File: src/hdl/aes_block_cipher_top_macros.svh
// Assertion macros for the AES block cipher files, used by the AES controller.
`ifndef AES_BLOCK_CIPHER_TOP_MACROS_SVH
`define AES_BLOCK_CIPHER_TOP_MACROS_SVH

// Implication checked at every rising clock edge outside reset.
`define AES_ASSERT_IMP(label, clk, rst_n, cond, prop, msg) \
  label: assert property (@(posedge clk) disable iff (!rst_n) (cond) |-> (prop)) \
    else $error(msg);

// Next-cycle implication checked outside reset.
`define AES_ASSERT_NXT(label, clk, rst_n, cond, prop, msg) \
  label: assert property (@(posedge clk) disable iff (!rst_n) (cond) |=> (prop)) \
    else $error(msg);

`endif

File: src/hdl/aes_pkg.sv
// ----------------------------------------------------------------------------
// AES package
// Types, constants and byte-level functions shared by the cipher modules.
// ----------------------------------------------------------------------------
`timescale 1ns / 1ps
package aes_pkg;

  // Round key store: one 128-bit row per round key, fully decoded index.
  localparam int RK_ROWS = 16;

  // Register indexes.
  localparam logic [2:0] REG_KEY0 = 3'd0;
  localparam logic [2:0] REG_KEY1 = 3'd1;
  localparam logic [2:0] REG_KEY2 = 3'd2;
  localparam logic [2:0] REG_KEY3 = 3'd3;
  localparam logic [2:0] REG_KLEN = 3'd4;

  localparam logic OP_ENC = 1'b0;
  localparam logic OP_DEC = 1'b1;

  typedef enum logic [2:0] {
    ST_IDLE, ST_EXPAND, ST_LOAD, ST_ROUND, ST_DONE
  } aes_state_t;

  // Controller to datapath.
  typedef struct packed {
    logic       load;      // load input block with first key addition
    logic       round;     // perform one round
    logic       last;      // round is the final one (no mix)
    logic       exp_init;  // start key expansion
    logic       exp_step;  // produce one schedule word
    logic [3:0] rnd;       // round key index in use
  } aes_cmd_t;

  // Datapath to controller.
  typedef struct packed {
    logic exp_done;
  } aes_stat_t;

  typedef logic [7:0] byte_t;

  function automatic byte_t sbox(input byte_t a);
    byte_t t [256] = '{
    8'h63,8'h7c,8'h77,8'h7b,8'hf2,8'h6b,8'h6f,8'hc5,8'h30,8'h01,8'h67,8'h2b,8'hfe,8'hd7,8'hab,8'h76,
    8'hca,8'h82,8'hc9,8'h7d,8'hfa,8'h59,8'h47,8'hf0,8'had,8'hd4,8'ha2,8'haf,8'h9c,8'ha4,8'h72,8'hc0,
    8'hb7,8'hfd,8'h93,8'h26,8'h36,8'h3f,8'hf7,8'hcc,8'h34,8'ha5,8'he5,8'hf1,8'h71,8'hd8,8'h31,8'h15,
    8'h04,8'hc7,8'h23,8'hc3,8'h18,8'h96,8'h05,8'h9a,8'h07,8'h12,8'h80,8'he2,8'heb,8'h27,8'hb2,8'h75,
    8'h09,8'h83,8'h2c,8'h1a,8'h1b,8'h6e,8'h5a,8'ha0,8'h52,8'h3b,8'hd6,8'hb3,8'h29,8'he3,8'h2f,8'h84,
    8'h53,8'hd1,8'h00,8'hed,8'h20,8'hfc,8'hb1,8'h5b,8'h6a,8'hcb,8'hbe,8'h39,8'h4a,8'h4c,8'h58,8'hcf,
    8'hd0,8'hef,8'haa,8'hfb,8'h43,8'h4d,8'h33,8'h85,8'h45,8'hf9,8'h02,8'h7f,8'h50,8'h3c,8'h9f,8'ha8,
    8'h51,8'ha3,8'h40,8'h8f,8'h92,8'h9d,8'h38,8'hf5,8'hbc,8'hb6,8'hda,8'h21,8'h10,8'hff,8'hf3,8'hd2,
    8'hcd,8'h0c,8'h13,8'hec,8'h5f,8'h97,8'h44,8'h17,8'hc4,8'ha7,8'h7e,8'h3d,8'h64,8'h5d,8'h19,8'h73,
    8'h60,8'h81,8'h4f,8'hdc,8'h22,8'h2a,8'h90,8'h88,8'h46,8'hee,8'hb8,8'h14,8'hde,8'h5e,8'h0b,8'hdb,
    8'he0,8'h32,8'h3a,8'h0a,8'h49,8'h06,8'h24,8'h5c,8'hc2,8'hd3,8'hac,8'h62,8'h91,8'h95,8'he4,8'h79,
    8'he7,8'hc8,8'h37,8'h6d,8'h8d,8'hd5,8'h4e,8'ha9,8'h6c,8'h56,8'hf4,8'hea,8'h65,8'h7a,8'hae,8'h08,
    8'hba,8'h78,8'h25,8'h2e,8'h1c,8'ha6,8'hb4,8'hc6,8'he8,8'hdd,8'h74,8'h1f,8'h4b,8'hbd,8'h8b,8'h8a,
    8'h70,8'h3e,8'hb5,8'h66,8'h48,8'h03,8'hf6,8'h0e,8'h61,8'h35,8'h57,8'hb9,8'h86,8'hc1,8'h1d,8'h9e,
    8'he1,8'hf8,8'h98,8'h11,8'h69,8'hd9,8'h8e,8'h94,8'h9b,8'h1e,8'h87,8'he9,8'hce,8'h55,8'h28,8'hdf,
    8'h8c,8'ha1,8'h89,8'h0d,8'hbf,8'he6,8'h42,8'h68,8'h41,8'h99,8'h2d,8'h0f,8'hb0,8'h54,8'hbb,8'h16};
    return t[a];
  endfunction

  function automatic byte_t sbox_inv(input byte_t a);
    byte_t t [256] = '{
    8'h52,8'h09,8'h6a,8'hd5,8'h30,8'h36,8'ha5,8'h38,8'hbf,8'h40,8'ha3,8'h9e,8'h81,8'hf3,8'hd7,8'hfb,
    8'h7c,8'he3,8'h39,8'h82,8'h9b,8'h2f,8'hff,8'h87,8'h34,8'h8e,8'h43,8'h44,8'hc4,8'hde,8'he9,8'hcb,
    8'h54,8'h7b,8'h94,8'h32,8'ha6,8'hc2,8'h23,8'h3d,8'hee,8'h4c,8'h95,8'h0b,8'h42,8'hfa,8'hc3,8'h4e,
    8'h08,8'h2e,8'ha1,8'h66,8'h28,8'hd9,8'h24,8'hb2,8'h76,8'h5b,8'ha2,8'h49,8'h6d,8'h8b,8'hd1,8'h25,
    8'h72,8'hf8,8'hf6,8'h64,8'h86,8'h68,8'h98,8'h16,8'hd4,8'ha4,8'h5c,8'hcc,8'h5d,8'h65,8'hb6,8'h92,
    8'h6c,8'h70,8'h48,8'h50,8'hfd,8'hed,8'hb9,8'hda,8'h5e,8'h15,8'h46,8'h57,8'ha7,8'h8d,8'h9d,8'h84,
    8'h90,8'hd8,8'hab,8'h00,8'h8c,8'hbc,8'hd3,8'h0a,8'hf7,8'he4,8'h58,8'h05,8'hb8,8'hb3,8'h45,8'h06,
    8'hd0,8'h2c,8'h1e,8'h8f,8'hca,8'h3f,8'h0f,8'h02,8'hc1,8'haf,8'hbd,8'h03,8'h01,8'h13,8'h8a,8'h6b,
    8'h3a,8'h91,8'h11,8'h41,8'h4f,8'h67,8'hdc,8'hea,8'h97,8'hf2,8'hcf,8'hce,8'hf0,8'hb4,8'he6,8'h73,
    8'h96,8'hac,8'h74,8'h22,8'he7,8'had,8'h35,8'h85,8'he2,8'hf9,8'h37,8'he8,8'h1c,8'h75,8'hdf,8'h6e,
    8'h47,8'hf1,8'h1a,8'h71,8'h1d,8'h29,8'hc5,8'h89,8'h6f,8'hb7,8'h62,8'h0e,8'haa,8'h18,8'hbe,8'h1b,
    8'hfc,8'h56,8'h3e,8'h4b,8'hc6,8'hd2,8'h79,8'h20,8'h9a,8'hdb,8'hc0,8'hfe,8'h78,8'hcd,8'h5a,8'hf4,
    8'h1f,8'hdd,8'ha8,8'h33,8'h88,8'h07,8'hc7,8'h31,8'hb1,8'h12,8'h10,8'h59,8'h27,8'h80,8'hec,8'h5f,
    8'h60,8'h51,8'h7f,8'ha9,8'h19,8'hb5,8'h4a,8'h0d,8'h2d,8'he5,8'h7a,8'h9f,8'h93,8'hc9,8'h9c,8'hef,
    8'ha0,8'he0,8'h3b,8'h4d,8'hae,8'h2a,8'hf5,8'hb0,8'hc8,8'heb,8'hbb,8'h3c,8'h83,8'h53,8'h99,8'h61,
    8'h17,8'h2b,8'h04,8'h7e,8'hba,8'h77,8'hd6,8'h26,8'he1,8'h69,8'h14,8'h63,8'h55,8'h21,8'h0c,8'h7d};
    return t[a];
  endfunction

  function automatic byte_t xtime(input byte_t a);
    return {a[6:0], 1'b0} ^ (a[7] ? 8'h1b : 8'h00);
  endfunction

  function automatic logic [31:0] sbox_word(input logic [31:0] w);
    return {sbox(w[31:24]), sbox(w[23:16]), sbox(w[15:8]), sbox(w[7:0])};
  endfunction

  // Forward column mix on one 32-bit column, row 0 in the top byte.
  function automatic logic [31:0] mix_col(input logic [31:0] c);
    byte_t a0, a1, a2, a3;
    a0 = c[31:24]; a1 = c[23:16]; a2 = c[15:8]; a3 = c[7:0];
    return {xtime(a0) ^ xtime(a1) ^ a1 ^ a2 ^ a3,
            a0 ^ xtime(a1) ^ xtime(a2) ^ a2 ^ a3,
            a0 ^ a1 ^ xtime(a2) ^ xtime(a3) ^ a3,
            xtime(a0) ^ a0 ^ a1 ^ a2 ^ xtime(a3)};
  endfunction

  // Inverse mix: a premultiply by {05,00,04,00} then the forward mix.
  function automatic logic [31:0] inv_mix_col(input logic [31:0] c);
    byte_t a0, a1, a2, a3, u, v;
    a0 = c[31:24]; a1 = c[23:16]; a2 = c[15:8]; a3 = c[7:0];
    u = xtime(xtime(a0 ^ a2));
    v = xtime(xtime(a1 ^ a3));
    return mix_col({a0 ^ u, a1 ^ v, a2 ^ u, a3 ^ v});
  endfunction

endpackage

File: src/hdl/aes_ctrl.sv
// ----------------------------------------------------------------------------
// AES controller
// Sequences key expansion and the rounds of one block.
// ----------------------------------------------------------------------------
`timescale 1ns / 1ps
`include "aes_block_cipher_top_macros.svh"
module aes_ctrl import aes_pkg::*; (
  input  logic       clk,
  input  logic       rst_n,
  input  logic       in_fire,
  input  logic       in_op,
  input  logic       keys_ok,
  input  logic [1:0] klen,
  input  aes_stat_t  stat,
  input  logic       out_ready,
  output logic       in_ready,
  output logic       out_valid,
  output logic       keys_set,
  output aes_cmd_t   cmd
);

  aes_state_t state_r, state_nxt;
  logic [3:0] cnt_r, cnt_nxt;
  logic       op_r, op_nxt;
  logic [3:0] nr;

  assign nr = (klen == 2'd0) ? 4'd10 : (klen == 2'd1) ? 4'd12 : 4'd14;

  // State register.
  always_ff @(posedge clk) begin
    if (!rst_n) begin
      state_r <= ST_IDLE;
      cnt_r   <= '0;
      op_r    <= 1'b0;
    end else begin
      state_r <= state_nxt;
      cnt_r   <= cnt_nxt;
      op_r    <= op_nxt;
    end
  end

  // Next state and commands; cnt holds the number of the round in progress.
  always_comb begin
    state_nxt = state_r;
    cnt_nxt   = cnt_r;
    op_nxt    = op_r;
    cmd       = '0;
    in_ready  = 1'b0;
    out_valid = 1'b0;
    keys_set  = 1'b0;
    cmd.rnd   = (op_r == OP_DEC) ? nr - cnt_r : cnt_r;
    unique case (state_r)
      ST_IDLE: begin
        in_ready = 1'b1;
        // The first key of the offered block is fetched while it transfers.
        cmd.rnd  = (in_op == OP_DEC) ? nr : 4'd0;
        if (in_fire) begin
          op_nxt  = in_op;
          cnt_nxt = '0;
          if (keys_ok) begin
            state_nxt = ST_LOAD;
          end else begin
            cmd.exp_init = 1'b1;
            state_nxt    = ST_EXPAND;
          end
        end
      end
      ST_EXPAND: begin
        cmd.exp_step = 1'b1;
        if (stat.exp_done) begin
          keys_set  = 1'b1;
          state_nxt = ST_LOAD;
        end
      end
      ST_LOAD: begin
        cmd.load  = 1'b1;
        cnt_nxt   = 4'd1;
        state_nxt = ST_ROUND;
      end
      ST_ROUND: begin
        cmd.round = 1'b1;
        cmd.last  = (cnt_r == nr);
        cnt_nxt   = cnt_r + 4'd1;
        if (cnt_r == nr) state_nxt = ST_DONE;
      end
      ST_DONE: begin
        out_valid = 1'b1;
        if (out_ready) state_nxt = ST_IDLE;
      end
      default: state_nxt = ST_IDLE;
    endcase
  end

  `AES_ASSERT_NXT(a_load_then_round, clk, rst_n, state_r == ST_LOAD, state_r == ST_ROUND,
    "load not followed by a round")
  `AES_ASSERT_IMP(a_cnt_bound, clk, rst_n, state_r == ST_ROUND, cnt_r <= nr && cnt_r != 4'd0,
    "round count out of range")
  `AES_ASSERT_NXT(a_result_held, clk, rst_n, out_valid && !out_ready, out_valid,
    "result dropped before transfer")

endmodule

File: config.mk
export PLATFORM = sky130hd
export DESIGN_NAME = aes_ctrl
export DESIGN_NICKNAME = d
export VERILOG_FILES = /design/src/hdl/aes_pkg.sv /design/src/hdl/aes_ctrl.sv
export VERILOG_INCLUDE_DIRS = /design/src /design/src/hdl
export SDC_FILE = /design/constraint.sdc
export NUM_CORES = 1
export LEC_CHECK = 0
export ABC_AREA = 1
export BUFFER_PORTS_ARGS = -buffer_cell sky130_fd_sc_hd__buf_2
export CAP_MARGIN = 15
export CORE_UTILIZATION = 48
export CTS_CLUSTER_SIZE = 24
export DETAILED_ROUTE_END_ITERATION = 6
export GPL_TIMING_DRIVEN = 0
export PLACE_DENSITY = 0.8
export SLEW_MARGIN = 20
export SYNTH_ARGS = -nofsm -noshare
export SYNTH_HDL_FRONTEND = slang
export SYNTH_SLANG_ARGS = --single-unit
File: constraint.sdc
create_clock -name clk -period 2.1 [get_ports clk]
set_input_delay 0.42 -clock clk [delete_from_list [all_inputs] [get_ports clk]]
set_output_delay 0.42 -clock clk [all_outputs]
set_load 0.02 [all_outputs]
==> flow_metrics.tcl <==
set metrics [dict create \
    outcome "complete, no violations" \
    num_io_pins 21 \
    syn_area_per_cell_um2 6.575 \
    yosys_register_bits 8 \
    synthArstFlopShare_pct 0 \
    io_buffers 20 \
    fillCellCount 106 \
    ant_nets 0 \
    hold_path.class "in -> reg" \
    worst_pin_slew_ns 0.3221 \
    setup_viol 0 \
    syn_area_um2 644.4 \
    power_density_mw_per_mm2 901.1 \
    wl_per_cell_um 10.82 \
    maxCapViolations 0 \
    hold_violations 0 \
    final_nets 137 \
    power_mw 0.7486 \
    place.gp.congestion 0.7578 \
    fin_setup_tns_ns 0 \
    fin_area_um2 830.8 \
    area_growth_pct 28.93 \
    dp_hpwl_mm 1.130 \
    diodes 0 \
    drtIter0Drc 17 \
    netlist-cell-type-count 21 \
    rows 12 \
    yosys_warnings 0 \
    finClkSkew_ns 0.005220 \
    netlist_instances 98 \
    syn-num-nets 112 \
    endpoint_kind "primary output" \
    h-tree-depth 1 \
    first_pass_iters 4 \
    dp_slack_ns -0.0007747 \
    grt_pass1_vias 562 \
    critPathLaunchType "input port" \
    yosysSeqAreaShare_pct 24.85 \
    cts-buffers-inserted 3 \
    arrival_ns 1.62 \
    holdBufCountCts 0 \
    worst_hold_slack_ns 0.4463 \
    grt_max_degree 8 \
    cts_tree "done" \
    synth-edff-count 0 \
    worstPathRequired_ns 1.68 \
    ir_drop_mv 0.5229 \
    grt-ovfl-total 0 \
    wirelength_mm 1.461 \
    route.detailed.drc 0 \
    grt_use_total_pct 22.92 \
    drive_gt1_share_pct 36.36 \
    die_y_um 38.64 \
    grt_setup_unrepaired "yes" \
    ys.flop_type "dfxtp_1" \
    worstSkewPairLatency_ns 0.26 \
    min_period_over_period_pct 97.28 \
    placed_cell_area_um2 762.0 \
    core_area_mm2 0.001171 \
    maxSlewHeadroom_pct 78.50 \
    die_width_um 38.64 \
    cts_root_buf "clkbuf_4" \
    clkTransAtPathRegs_ns 0.05 \
    drv_slew 0 \
    grt_pass1_wl_mm 2.283 \
    routed-via-count 717 \
    path_class "in -> out" \
    worstPathMaxFanout 5 \
    layout_setup_ws_ns 0.05712 \
    avgViaCountPerCell 5.311 \
    dieArea_mm2 0.001493 \
    min_period_ns 2.043 \
    antenna_found_initial 0 \
    fmax_mhz 489.5 \
    clk_path_buf_depth 2 \
    r2r_slack_ns 0.60 \
    p_leak_nw 0.4120 \
    start_util_pct 55.02 \
    clock_sinks 8 \
]
-- cells by family (layout without fill, tap and decap cells) --
| kind of cell | count (synthesis) | after routing | share of synthesized area [%] |
|---|---|---|---|
| adders and majority gates | 5 | 5 | 10.87 |
| and+or+nand+nor | 48 | 48 | 37.09 |
| AOI/OAI and AO/OA | 18 | 18 | 14.56 |
| DFF | 8 | 8 | 24.85 |
| buffers and inverters | 17 | 40 | 9.903 |
| xor gates and xnor gates | 2 | 2 | 2.719 |
-- cell type report --
class | count | area, um2 | share of cell area [%]
clock buffers | 3 | 22.52 | 2.711
multi-input cells | 73 | 446.7 | 53.76
well taps | 14 | 17.52 | 2.108
flip-flops and latches | 8 | 166.4 | 20.03
inverters | 17 | 66.31 | 7.982
repair buffers | 20 | 111.4 | 13.40
-- Yosys cell counts, types with 2 or more instances --
library cell,count,area share (%)
inv_1,16,9.3
nand2_1,14,8.2
nand3_1,12,9.3
nor2_1,12,7.0
a21oi_1,11,8.5
dfxtp_1,8,25
o21ai_0,5,3.9
ha_1,4,7.8
nand2_2,2,1.9
nor2_2,2,1.9
nor2_4,2,3.5
-- stage by stage --
stage | util, % | std cells
6_report | 70.94 | 135
5_1_grt | 70.94 | 135
4_1_cts | 68.27 | 135
3_5_place_dp | 65.06 | 132
3_3_place_gp | 65.06 | 132
2_1_floorplan | - | 98
-- placed cells by master, fill, tap and decap left out, types with 2 or more instances in the layout --
cell type and instances:
inv_1 12, o21ai_1 2, inv_2 4, buf_2 17, a21oi_1 11, nor2_1 11, buf_4 2, dfxtp_1 5
nor2_2 2, nand2_2 2, clkbuf_4 3, nand2_1 14, o21ai_0 2, nor2_4 3, nand3_1 12, dfxtp_2 2
ha_1 3
-- sequential cells by signal, summed over array words and instances (netlist names) --
signal	count
cnt_r	4
state_r	3
op_r	1
-- layer usage --
layer,part of all wire [%],up-vias,track usage [%]
met5,0,-,0
met4,0.89,0,10.34
met3,5.3,2,5.202
met2,44,21,33.33
met1,50,327,31.79
li1,-,367,-
-- worst paths after layout --
path                                from    endpoint  cells past startpoint
worst max-delay path             klen[1]      cmd[3]                     10
worst max register to register  cnt_r[1]  state_r[1]                     10
worst min register to register  cnt_r[1]    cnt_r[1]                      2
worst min-delay path               rst_n  state_r[1]                      3
-- where the power goes --
group / internal (mW) / switching, mW / total, mW
clock network: 0.0655 / 0.0540 / 0.120
registers: 0.180 / 0.0348 / 0.215
logic: 0.141 / 0.273 / 0.414
total: 0.386 / 0.362 / 0.749
-- critical path, cell delays in order --
cell,delay [ns]
buf_4,0.12
nor2_1,0.13
inv_1,0.09
ha_4,0.24
a21oi_1,0.14
nand2_1,0.09
nand3_1,0.07
nand2_1,0.05
o21ai_1,0.10
buf_2,0.17
-- timing repair --
action / in CTS / in global routing
cloned: 0 / 0
pin swaps: 0 / 4
gates resized for setup: 5 / 14
setup endpoints to repair: 3 / 3
setup buffers: 0 / 0
(Power assumes the default switching activity.)
